--- src/rtl/pfmf_pkg.sv ---
// pfmf_pkg: shared types and constants of the pump flow model filter
// used by every module under rtl/ but pfmf_mul, depends on nothing
package pfmf_pkg;

  // configuration register indexes
  localparam int unsigned CFG_IDX_W = 3;
  localparam logic [CFG_IDX_W-1:0] REG_COEF_CUBIC  = 3'd0;
  localparam logic [CFG_IDX_W-1:0] REG_COEF_SQUARE = 3'd1;
  localparam logic [CFG_IDX_W-1:0] REG_COEF_LINEAR = 3'd2;
  localparam logic [CFG_IDX_W-1:0] REG_COEF_OFFSET = 3'd3;
  localparam logic [CFG_IDX_W-1:0] REG_FILTER_GAIN = 3'd4;
  localparam logic [CFG_IDX_W-1:0] REG_STEP_TIME   = 3'd5;

  localparam logic [15:0] GAIN_RESET = 16'd6554;
  localparam logic [15:0] STEP_RESET = 16'd655;

  // field widths
  localparam int unsigned PRESSURE_W = 16;
  localparam int unsigned DUTY_W     = 15;
  localparam int unsigned FLOW_W     = 31;
  localparam int unsigned VOLUME_W   = 48;
  localparam int unsigned ACC_W      = 62;

  localparam logic [FLOW_W-1:0]   FLOW_MAX   = 31'h7FFF_FFFF;
  localparam logic [VOLUME_W-1:0] VOLUME_MAX = 48'hFFFF_FFFF_FFFF;

  // constant operands of the shared multiplier
  localparam logic signed [31:0] OFFSET_SCALE = 32'sh0001_0000;
  // ceil(2^28 / 25): exact floor(n / 25) for n below 2^23
  localparam logic signed [31:0] DIV25_RECIP  = 32'sd10737419;
  // (q * duty) >> 10 at or above 25 * 2^31 saturates the raw flow
  localparam logic [51:0] RAW_SAT_LIMIT = 52'd53687091200;

  typedef struct packed {
    logic signed [31:0] coef_cubic;
    logic signed [31:0] coef_square;
    logic signed [31:0] coef_linear;
    logic signed [31:0] coef_offset;
    logic [15:0]        filter_gain;
    logic [15:0]        step_time;
  } cfg_t;

endpackage

--- src/rtl/pfmf_cfg.sv ---
// pfmf_cfg: configuration register file of the pump flow model filter
// depends on pfmf_pkg for register indexes, reset values and cfg_t
module pfmf_cfg (
  input  logic                             clk,
  input  logic                             rst,
  input  logic                             cfg_valid,
  output logic                             cfg_ready,
  input  logic [pfmf_pkg::CFG_IDX_W-1:0]   cfg_index,
  input  logic [31:0]                      cfg_data,
  output pfmf_pkg::cfg_t                   cfg
);

  assign cfg_ready = 1'b1;

  always_ff @(posedge clk) begin
    if (rst) begin
      cfg.coef_cubic  <= '0;
      cfg.coef_square <= '0;
      cfg.coef_linear <= '0;
      cfg.coef_offset <= '0;
      cfg.filter_gain <= pfmf_pkg::GAIN_RESET;
      cfg.step_time   <= pfmf_pkg::STEP_RESET;
    end else if (cfg_valid) begin
      case (cfg_index)
        pfmf_pkg::REG_COEF_CUBIC:  cfg.coef_cubic  <= $signed(cfg_data);
        pfmf_pkg::REG_COEF_SQUARE: cfg.coef_square <= $signed(cfg_data);
        pfmf_pkg::REG_COEF_LINEAR: cfg.coef_linear <= $signed(cfg_data);
        pfmf_pkg::REG_COEF_OFFSET: cfg.coef_offset <= $signed(cfg_data);
        pfmf_pkg::REG_FILTER_GAIN: cfg.filter_gain <= cfg_data[15:0];
        pfmf_pkg::REG_STEP_TIME:   cfg.step_time   <= cfg_data[15:0];
        default: ;
      endcase
    end
  end

endmodule

--- config.mk ---
export PLATFORM = sky130hd
export DESIGN_NAME = pfmf_cfg
export DESIGN_NICKNAME = d
export VERILOG_FILES = /design/src/rtl/pfmf_pkg.sv /design/src/rtl/pfmf_cfg.sv
export SDC_FILE = /design/constraint.sdc
export NUM_CORES = 1
export LEC_CHECK = 0
export BUFFER_PORTS_ARGS = -buffer_cell sky130_fd_sc_hd__buf_4
export CAP_MARGIN = 20
export CORE_AREA = 2 2 129 131
export DETAILED_ROUTE_END_ITERATION = 6
export DIE_AREA = 0 0 131 133
export GPL_TIMING_DRIVEN = 1
export PLACE_DENSITY_LB_ADDON = 0.15
export SKIP_CTS_REPAIR_TIMING = 1
export SLEW_MARGIN = 25
export SYNTH_ARGS = -nofsm -noshare
export SYNTH_HDL_FRONTEND = slang
export SYNTH_SLANG_ARGS = --single-unit
--- constraint.sdc ---
create_clock -name clk -period 1.2 [get_ports clk]
set_clock_uncertainty 0.1 [all_clocks]
set_input_delay 0.06 -clock clk [delete_from_list [all_inputs] [get_ports clk]]
set_output_delay 0.06 -clock clk [all_outputs]
set_load 0.02 [all_outputs]
==> impl_summary.log, run 1 <==
[metrics] critical path capture point type: primary output
[metrics] largest registers: cfg x160
[metrics] worst hold margin: -0.02340 ns
[metrics] Layout Area Growth over Synthesis: 45.37%
[metrics] Finished Cell Area: 9196 sq um
[metrics] DR pass1 iterations: 4
[metrics] number of fill cells: 1430
[metrics] number of flip-flops and latches in the synthesized netlist: 160
[metrics] number of synthesized flops with an enable pin: 0
[metrics] most frequent cells in the layout: sky130_fd_sc_hd__buf_4, sky130_fd_sc_hd__nand2b_1, sky130_fd_sc_hd__mux2i_1, sky130_fd_sc_hd__dfxtp_1, sky130_fd_sc_hd__dlygate4sd3_1
[metrics] Worst VDD drop: 0.9884 mV
[metrics] async set-or-reset flop fraction in the synthesized netlist: 0%
[metrics] clock-pin slew on the worst setup and hold paths: 0.06 ns
[metrics] P_leak: 0.004526 uW
[metrics] area taken by multi-input logic gates: 2950 sq um
[metrics] sequential-to-total area share from yosys stat: 50.63%
[metrics] final routed wirelength across all metal layers: 16700 microns
[metrics] total cell area at the placement stage: 8280 sq um
[metrics] Syn Area/Cell: 10.98 sq um
[metrics] number of buffers inserted by port buffering: 197
[metrics] DR DRC count: 0
[metrics] final count of pins violating max slew: 0
[metrics] violated checks: hold timing
[metrics] Vias/cell: 4.627
[metrics] total I/O pin count: 199
[metrics] CTS sink count: 160
[metrics] FF-to-FF path depth: 2
[metrics] cell chosen for the clock root: sky130_fd_sc_hd__clkbuf_16
[metrics] setup repair after global routing missed its margin: false
[metrics] via count of the first global-routing pass: 4842
[metrics] final hold violation count: 7
[metrics] kind of path behind the tightest hold check: input pin to flop
[metrics] ANT nets after route: 0
[metrics] Startpoint Class: flop
[metrics] total via count in the routed design: 4840
[metrics] status: finished with violations
[metrics] clock buffer count from CTS: 17
[metrics] placement row count: 47
[metrics] remaining global-route overflow: 0
[metrics] post-route clock period utilization: 91.56%
[metrics] reg2reg start: cfg[144]
[metrics] TritonCTS clock tree: built
[metrics] cell at the slowest stage of the critical path: sky130_fd_sc_hd__dfxtp_1
[metrics] core area: 16170 sq um
[metrics] mapped cell area: 6326 sq um
[metrics] gate count after technology mapping: 576
[metrics] initial core utilization: 39.12%
[metrics] PD cells: 1318 nW/um^2
[metrics] most common library cell in the layout ignoring fill and taps: sky130_fd_sc_hd__buf_4
[metrics] HPWL Detailed: 11890 microns
[metrics] minimum clock period after layout: 1.099 ns
[metrics] overall global routing resource usage: 19.29%
[metrics] DRC marker count from the first detailed-route iteration: 175
[metrics] critical path depth in cells: 1
[metrics] yosys synthesis warning count: 0
[metrics] count of final setup violators: 0
[metrics] highest clock frequency the design can meet: 0.9101 GHz
[metrics] Largest register FFs: 160
[metrics] count of different cell masters after synthesis: 16
[metrics] max-cap viol count: 0
[metrics] cell type group with the largest total delay on the critical path: flip-flops
[metrics] FF+latch area: 3203 sq um
[metrics] most used flip-flop cell after synthesis: sky130_fd_sc_hd__dfxtp_1
[metrics] routed len/inst: 15.96 microns
[metrics] layout cell share with drive strength beyond 1: 32.08%
[metrics] setup slack after layout: 0.1013 ns
[metrics] data required time at the worst endpoint: 1.04 ns
[metrics] Clock H-tree levels: 4
[metrics] peak per-stage delay on the critical path: 0.36 ns
[metrics] Crit Path Class: flop to primary output
[metrics] worst reg2reg endpoint: cfg[144]
[metrics] pin count of the biggest net entering global routing: 37
[metrics] last weighted congestion value of the routability-driven placer: 0.7377
[metrics] destination of the critical timing path: cfg[120]
[metrics] synthesized netlist net count: 614
[metrics] Tot Pwr: 12120 uW
[metrics] Final Core Density: 56.87%
[metrics] y dimension of the die: 133 microns
[metrics] Worst Path Max Fanout: 2
[metrics] Setup crit start: cfg[120]
[metrics] worst-skew pair later-pin latency: 0.42 ns
[metrics] die width: 131 microns
[metrics] number of antenna repair diodes: 0
[metrics] hold path startpoint: cfg_data[5]
[metrics] combined buffer and inverter count along the critical path: 1
[metrics] area of the die: 17420 sq um
[metrics] DP Worst Slack: -0.09774 ns
[metrics] wire length of the first global-routing pass: 25850 microns
[metrics] buffer levels on the longest clock path: 2
[metrics] cells traversed along the worst timing path: buf_4
[metrics] initial antenna violation count: 0
[metrics] Biggest register: cfg
[metrics] worst-case register-to-register setup slack: 0.46 ns
[metrics] number of nets in the layout: 851
[metrics] arrival time worst endpoint: 0.94 ns
## routing by layer
| metal | global-route usage, % | vias up | part of all wire (%) |
|---|---|---|---|
| met3 | 6.268 | 18 | 6.9 |
| li1 | - | 2372 | - |
| met1 | 23.88 | 2309 | 44 |
| met4 | 6.738 | 0 | 1.3 |
| met2 | 31.35 | 141 | 48 |
| met5 | 0 | - | 0 |
## cells by family (layout without fill, tap and decap cells)
family / Yosys count / in the layout / synth area share [%]
and+or+nand+nor: 211 / 211 / 20.59
muxes: 160 / 160 / 25.32
DFF: 160 / 160 / 50.63
buffers and inverters: 44 / 294 / 3.402
other: 1 / 1 / 0.05928
## through the flow
step / TNS (ns) / hold WS [ns] / std cells
finish: 0 / -0.02340 / 1046
global route: 0 / 0.003056 / 1046
CTS: 0 / -0.2108 / 1014
detailed placement: -3.360 / 0.2319 / 982
global placement: -1.519 / 0.2200 / 982
floorplan: -0.8549 / 0.1212 / 576
## report_power, final
part	switching, uW	internal [uW]
combinational	562	598
sequential	67.2	5430
clock	2180	3280
## final cells by class
cell class / count / area share (%)
Clock buffer: 19 / 4.707
Clock inverter: 13 / 1.769
Multi-Input combinational cell: 372 / 32.08
Sequential cell: 160 / 34.83
Tap cell: 220 / 2.993
Timing Repair Buffer: 262 / 23.62
## worst min-delay path, delay by kind of cell
family	cells	cell delay, ns
multiplexers	1	0.17
buffers and inverters	1	0.08
AND/OR/NAND/NOR	1	0.15
## Yosys cell counts, types with 2 or more instances
library cell / number / area, sq um
sky130_fd_sc_hd__dfxtp_1: 160 / 3203
sky130_fd_sc_hd__clkbuf_1: 21 / 78.83
sky130_fd_sc_hd__mux2i_1: 160 / 1602
sky130_fd_sc_hd__nand4bb_1: 3 / 33.78
sky130_fd_sc_hd__nand4b_1: 2 / 17.52
sky130_fd_sc_hd__buf_2: 18 / 90.09
sky130_fd_sc_hd__buf_6: 3 / 33.78
sky130_fd_sc_hd__nand2b_1: 179 / 1120
sky130_fd_sc_hd__nor2_1: 23 / 86.33
## worst min path at each step
| stage | slack (ns) | depth (start not counted) | endpoint |
|---|---|---|---|
| 2_1_floorplan | 0.12 | 2 | cfg[0] |
| 3_3_place_gp | 0.22 | 3 | cfg[2] |
| 3_5_place_dp | 0.23 | 3 | cfg[2] |
| 4_1_cts | -0.21 | 3 | cfg[2] |
| 5_1_grt | 0.003 | 3 | cfg[69] |
| 6_report | -0.02 | 3 | cfg[101] |
Power figures use the tool's default switching activity.
==> run 2: changes to the inputs <==
ABC_AREA = 1   (was default)
ABC_CLOCK_PERIOD_IN_PS = 1200   (was default)
==> run 2 against run 1 <==
Net effect: clock-buffer cell count increased by 2; routed wire length increased by 14%; the run still ends with hold timing left; utilization shrank 0.84 points; critical path depth unchanged; final area shrank 1.5%; critical endpoint is now cfg[41]; total power increased by 2.3%; synthesized area is 0.63% lower; worst hold slack worse by 0.010 ns; sequential power up 2%; via count grew 29%; clock power decreased by 6.4%.
==> impl_summary.log, run 2 <==
[metrics] status: finished with violations
[metrics] violated checks: hold timing
[metrics] cell at the slowest stage of the critical path: sky130_fd_sc_hd__dfxtp_1
[metrics] share of the synthesized area in the top cell type: 50.96%
[metrics] area of the die: 17420 sq um
[metrics] post-route clock period utilization: 94.60%
[metrics] remaining global-route overflow: 0
[metrics] largest registers: cfg x160
[metrics] total I/O pin count: 199
[metrics] final routed wirelength across all metal layers: 19100 microns
[metrics] Switching Share: 26.38%
[metrics] P_leak: 0.004278 uW
[metrics] wire length of the first global-routing pass: 28560 microns
[metrics] Clock H-tree levels: 4
[metrics] DP Worst Slack: -0.05091 ns
[metrics] buffer levels on the longest clock path: 2
[metrics] Largest register FFs: 160
[metrics] highest clock frequency the design can meet: 0.8809 GHz
[metrics] synthesized netlist net count: 945
[metrics] most used flip-flop cell after synthesis: sky130_fd_sc_hd__dfxtp_1
[metrics] Layout Area Growth over Synthesis: 44.15%
[metrics] critical path capture point type: primary output
[metrics] area taken by multi-input logic gates: 2695 sq um
[metrics] setup slack after layout: 0.06484 ns
[metrics] Power Internal: 9124 uW
[metrics] logic gate share of total power: 13.5%
[metrics] cell chosen for the clock root: sky130_fd_sc_hd__clkbuf_16
[metrics] worst-skew pair later-pin latency: 0.42 ns
[metrics] largest area contributor in the netlist: sky130_fd_sc_hd__dfxtp_1
[metrics] FF+latch area: 3203 sq um
[metrics] net switching power: 3270 uW
[metrics] clock share of power: 41.2%
[metrics] arrival time worst endpoint: 0.98 ns
[metrics] Startpoint Class: flop
[metrics] final setup TNS: 0 ns
[metrics] core area: 16170 sq um
[metrics] clock-pin slew on the worst setup and hold paths: 0.06 ns
[metrics] most frequent cells after synthesis: sky130_fd_sc_hd__nor2_1, sky130_fd_sc_hd__nand2_1, sky130_fd_sc_hd__dfxtp_1, sky130_fd_sc_hd__nand3_1, sky130_fd_sc_hd__buf_2
[metrics] Biggest register: cfg
[metrics] sequential-to-total area share from yosys stat: 50.96%
[metrics] number of buffers inserted by port buffering: 197
[metrics] count of final setup violators: 0
[metrics] max-cap viol count: 0
[metrics] DR pass1 iterations: 5
[metrics] via count of the first global-routing pass: 5276
[metrics] combined buffer and inverter count along the critical path: 1
[metrics] data required time at the worst endpoint: 1.04 ns
[metrics] minimum clock period after layout: 1.135 ns
[metrics] Worst Path Max Fanout: 2
[metrics] Crit Path Class: flop to primary output
[metrics] kind of path behind the tightest hold check: input pin to flop
[metrics] sequential power share: 45.2%
[metrics] final hold violation count: 7
[metrics] count of different cell masters after synthesis: 13
[metrics] DRC marker count from the first detailed-route iteration: 407
[metrics] Vias/cell: 4.593
[metrics] top post-synthesis cells by area: sky130_fd_sc_hd__dfxtp_1, sky130_fd_sc_hd__nor2_1, sky130_fd_sc_hd__nand3_1, sky130_fd_sc_hd__nand2_1, sky130_fd_sc_hd__buf_2
[metrics] number of antenna repair diodes: 0
[metrics] number of synthesized flops with an enable pin: 0
[metrics] Syn Area/Cell: 6.931 sq um
[metrics] Worst VDD drop: 0.9975 mV
[metrics] number of fill cells: 1611
[metrics] PD cells: 1368 nW/um^2
[metrics] last weighted congestion value of the routability-driven placer: 0.7858
[metrics] yosys synthesis warning count: 0
[metrics] most frequent cells in the layout: sky130_fd_sc_hd__nor2_1, sky130_fd_sc_hd__buf_4, sky130_fd_sc_hd__nand2_1
[metrics] layout cell share with drive strength beyond 1: 23.96%
[metrics] gate count after technology mapping: 907
[metrics] async set-or-reset flop fraction in the synthesized netlist: 0%
[metrics] cell type group with the largest total delay on the critical path: flip-flops
[metrics] total instance count after detailed placement: 1296
[metrics] mapped cell area: 6286 sq um
[metrics] y dimension of the die: 133 microns
[metrics] TritonCTS clock tree: built
[metrics] final count of pins violating max slew: 0
[metrics] most common library cell in the layout ignoring fill and taps: sky130_fd_sc_hd__nor2_1
[metrics] number of nets in the layout: 1161
[metrics] HPWL Detailed: 12970 microns
[metrics] cells traversed along the worst timing path: buf_4
[metrics] setup repair after global routing missed its margin: false
[metrics] number of flip-flops and latches in the synthesized netlist: 160
[metrics] placement row count: 47
[metrics] Final Core Density: 56.03%
[metrics] pin count of the biggest net entering global routing: 69
[metrics] ANT nets after route: 0
[metrics] cell with the most instances after synthesis: sky130_fd_sc_hd__nor2_1
[metrics] DR DRC count: 0
[metrics] clock buffer count from CTS: 17
[metrics] count of non-filler cells in the finished layout: 1355
[metrics] die width: 131 microns
[metrics] initial antenna violation count: 0
[metrics] CTS sink count: 160
[metrics] routed len/inst: 14.10 microns
[metrics] initial core utilization: 38.87%
[metrics] overall global routing resource usage: 21.14%
[metrics] peak per-stage delay on the critical path: 0.39 ns
[metrics] total via count in the routed design: 6224
[metrics] worst hold margin: -0.03373 ns
run 2: cell count changes after synthesis, sizes merged:
cell     change
nor2       +281
nand3      +160
or4b         -1
nand4bb      -3
mux2i      -160
nand2b     -179
nand2      +181
buf         +37
nand4b       -2
nor4b        -1
inv         +39
nor4bb       -1
clkbuf      -19
and4bb       -1
run 2: metrics by stage:
step / power [uW] / hold WS [ns] / instance area, sq um
2_1_floorplan: 6615 / 0.07322 / 6286
3_3_place_gp: 7323 / 0.1710 / 8232
3_5_place_dp: 7337 / 0.1806 / 8232
4_1_cts: 12400 / -0.2651 / 8781
5_1_grt: 12860 / 0.003218 / 9061
6_report: 12390 / -0.03373 / 9061
run 2: worst reg2reg max path, stage by stage, from the launching register on:
cell and delay [ns]:
sky130_fd_sc_hd__dfxtp_1 0.33, sky130_fd_sc_hd__nor2_1 0.12, sky130_fd_sc_hd__nor2_1 0.05
run 2: logic make-up after synthesis:
family / Yosys count / synth area share (%)
other cells: 1 / 0.05966
flops: 160 / 50.96
buf+inv: 101 / 6.967
simple gates: 645 / 42.02
run 2: final timing paths:
path / startpoint / endpoint / slack [ns] / cells past startpoint
max: cfg[41] / cfg[41] / 0.06 / 1
min: cfg_index[1] / cfg[5] / -0.03 / 5
max reg2reg: cfg[127] / cfg[127] / 0.50 / 2
min reg2reg: cfg[2] / cfg[2] / 0.36 / 2
run 2: cell type report:
cell class,count,share of cell area (%)
flip-flops and latches,160,35.35
multi-input cells,646,29.74
repair buffers,259,24.16
clock buffers,21,5.081
well taps,220,3.038
inverters,39,1.643
clock inverters,10,0.9804
run 2: power groups by stage:
stage	combinational [uW]	sequential (uW)	clock, uW
after floorplan	681	5930	0
after global placement	1600	5720	0
after detailed placement	1610	5720	0
after CTS	1610	5610	5180
after global routing	1830	5630	5400
final	1680	5610	5110
run 2: metal layers:
metal	part of all wire (%)	up-vias	track usage (%)
met2	47	166	32.64
met3	6.1	15	5.904
met1	46	2796	28.83
met4	1.2	0	6.147
met5	0	-	0
li1	-	3247	-
==> run 3: changes to the inputs <==
CELL_PAD_IN_SITES_DETAIL_PLACEMENT = 1   (was default)
CELL_PAD_IN_SITES_GLOBAL_PLACEMENT = 2   (was default)
CORE_AREA = 2 2 165 167   (was 2 2 129 131)
DIE_AREA = 0 0 167 169   (was 0 0 131 133)
==> run 3 against run 2 <==
Net effect: the flow still finishes with violations (hold timing); via count grew 2.2%; worst hold slack gained 0.028 ns; cell count grew 9.4%; register-to-register slack lost 0.03 ns; setup slack lost 0.015 ns; global-route usage shrank 4.2 points; combinational power grew 5%; sequential power is essentially flat; routed wire length grew 24%; utilization shrank 21 points; die area grew 62%; flip-flop and latch count is the same; critical endpoint is now cfg[119]; largest cell class unchanged.
==> impl_summary.log, run 3 (same netlist as run 2, synthesis figures left out) <==
[metrics] DR DRC count: 0
[metrics] largest registers: cfg x160
[metrics] Switching Share: 27.32%
[metrics] number of buffers inserted by port buffering: 197
[metrics] DRC marker count from the first detailed-route iteration: 308
[metrics] overall global routing resource usage: 16.93%
[metrics] PD cells: 1389 nW/um^2
[metrics] Layout Area Growth over Synthesis: 49.74%
[metrics] pin count of the biggest net entering global routing: 47
[metrics] net switching power: 3571 uW
[metrics] data required time at the worst endpoint: 1.04 ns
[metrics] final routed wirelength across all metal layers: 23770 microns
[metrics] final hold violation count: 3
[metrics] setup repair after global routing missed its margin: false
[metrics] ANT nets after route: 0
[metrics] die width: 167 microns
[metrics] Worst Path Max Fanout: 2
[metrics] minimum clock period after layout: 1.151 ns
[metrics] clock-pin slew on the worst setup and hold paths: 0.07 ns
[metrics] Finished Cell Area: 9413 sq um
[metrics] arrival time worst endpoint: 0.99 ns
[metrics] remaining global-route overflow: 0
[metrics] peak per-stage delay on the critical path: 0.40 ns
[metrics] last weighted congestion value of the routability-driven placer: 0.7039
[metrics] number of fill cells: 3246
[metrics] cell at the slowest stage of the critical path: sky130_fd_sc_hd__dfxtp_1
[metrics] Final Core Density: 35.52%
[metrics] cell chosen for the clock root: sky130_fd_sc_hd__clkbuf_16
[metrics] violated checks: hold timing
[metrics] cells traversed along the worst timing path: buf_4
[metrics] worst-skew pair later-pin latency: 0.42 ns
[metrics] initial antenna violation count: 0
[metrics] Worst VDD drop: 0.6289 mV
[metrics] layout cell share with drive strength beyond 1: 24.61%
[metrics] Crit Path Class: flop to primary output
[metrics] CTS sink count: 160
[metrics] FF+latch area: 3203 sq um
[metrics] count of non-filler cells in the finished layout: 1483
[metrics] total cell area at the placement stage: 8551 sq um
[metrics] final count of pins violating max slew: 0
[metrics] critical path capture point type: primary output
[metrics] via count of the first global-routing pass: 6445
[metrics] post-route clock period utilization: 95.88%
[metrics] wire length of the first global-routing pass: 36890 microns
[metrics] placement row count: 60
[metrics] Clock H-tree levels: 4
[metrics] buffer levels on the longest clock path: 2
[metrics] total I/O pin count: 199
[metrics] core area: 26500 sq um
[metrics] logic gate share of total power: 13.6%
[metrics] max-cap viol count: 0
[metrics] most frequent cells in the layout: sky130_fd_sc_hd__nor2_1, sky130_fd_sc_hd__buf_4, sky130_fd_sc_hd__nand2_1
[metrics] routed len/inst: 16.03 microns
[metrics] clock buffer count from CTS: 17
[metrics] Largest register FFs: 160
[metrics] cell type group with the largest total delay on the critical path: flip-flops
[metrics] Power Internal: 9500 uW
[metrics] initial core utilization: 23.72%
[metrics] total via count in the routed design: 6363
[metrics] count of final setup violators: 0
[metrics] TritonCTS clock tree: built
[metrics] area of the die: 28220 sq um
[metrics] HPWL Detailed: 16850 microns
[metrics] kind of path behind the tightest hold check: input pin to flop
[metrics] Vias/cell: 4.291
[metrics] worst hold margin: -0.006186 ns
[metrics] area taken by multi-input logic gates: 2695 sq um
[metrics] y dimension of the die: 169 microns
[metrics] DR pass1 iterations: 4
[metrics] number of nets in the layout: 1169
[metrics] Biggest register: cfg
[metrics] highest clock frequency the design can meet: 0.8692 GHz
[metrics] number of antenna repair diodes: 0
[metrics] combined buffer and inverter count along the critical path: 1
[metrics] Startpoint Class: flop
[metrics] P_leak: 0.004363 uW
[metrics] most common library cell in the layout ignoring fill and taps: sky130_fd_sc_hd__nor2_1
[metrics] clock share of power: 43.5%
[metrics] sequential power share: 43.0%
[metrics] total instance count after detailed placement: 1426
[metrics] status: finished with violations
[run 3: changes by cell type in the layout (fill, tap and decap cells not counted), sizes merged]
cell	previous run	this run
buf	231	240
bufinv	1	3
clkbuf	21	18
clkinv	5	6
clkinvlp	4	2
dlygate4sd3	28	27
inv	39	40
[run 3: worst paths after layout]
path	end	slack, ns	start	cells past startpoint
worst min-delay path	cfg[125]	-0.006	cfg_data[29]	5
worst max-delay path	cfg[119]	0.05	cfg[119]	1
worst max register to register	cfg[119]	0.47	cfg[119]	2
worst min register to register	cfg[0]	0.37	cfg[0]	2
[run 3: power groups by stage]
stage	clock, uW	sequential (uW)	combinational (uW)
finish	5680	5610	1770
global route	6060	5640	1960
CTS	5840	5620	1730
detailed placement	0	5740	1730
global placement	0	5740	1720
floorplan	0	5930	681
[run 3: routing by layer]
layer  track usage, %  part of all wire, %
met5                0                    0
met4            5.022                  1.6
met3            3.975                  4.5
met2            27.50                   46
met1            22.40                   48
[run 3: worst register-to-register path: cells and delay by family (launching register included)]
| family | cells | cell delay (ns) |
|---|---|---|
| simple gates | 2 | 0.17 |
| flops | 1 | 0.40 |
[run 3: area by class of cell]
cell class | instances | share of cell area (%)
multi-input combinational | 646 | 28.63
clock inverter | 12 | 1.728
tap | 341 | 4.533
inverter | 39 | 1.582
clock buffer | 18 | 4.559
timing repair buffer | 267 | 24.94
sequential | 160 | 34.03
[run 3: per-stage QoR]
stage	power (uW)	TNS [ns]	setup slack, ns
global route	13660	0	0.01364
floorplan	6615	0	0.2747
finish	13070	0	0.04946
global placement	7458	0	0.01069
CTS	13200	0	0.03059
detailed placement	7470	-0.02125	-0.01237
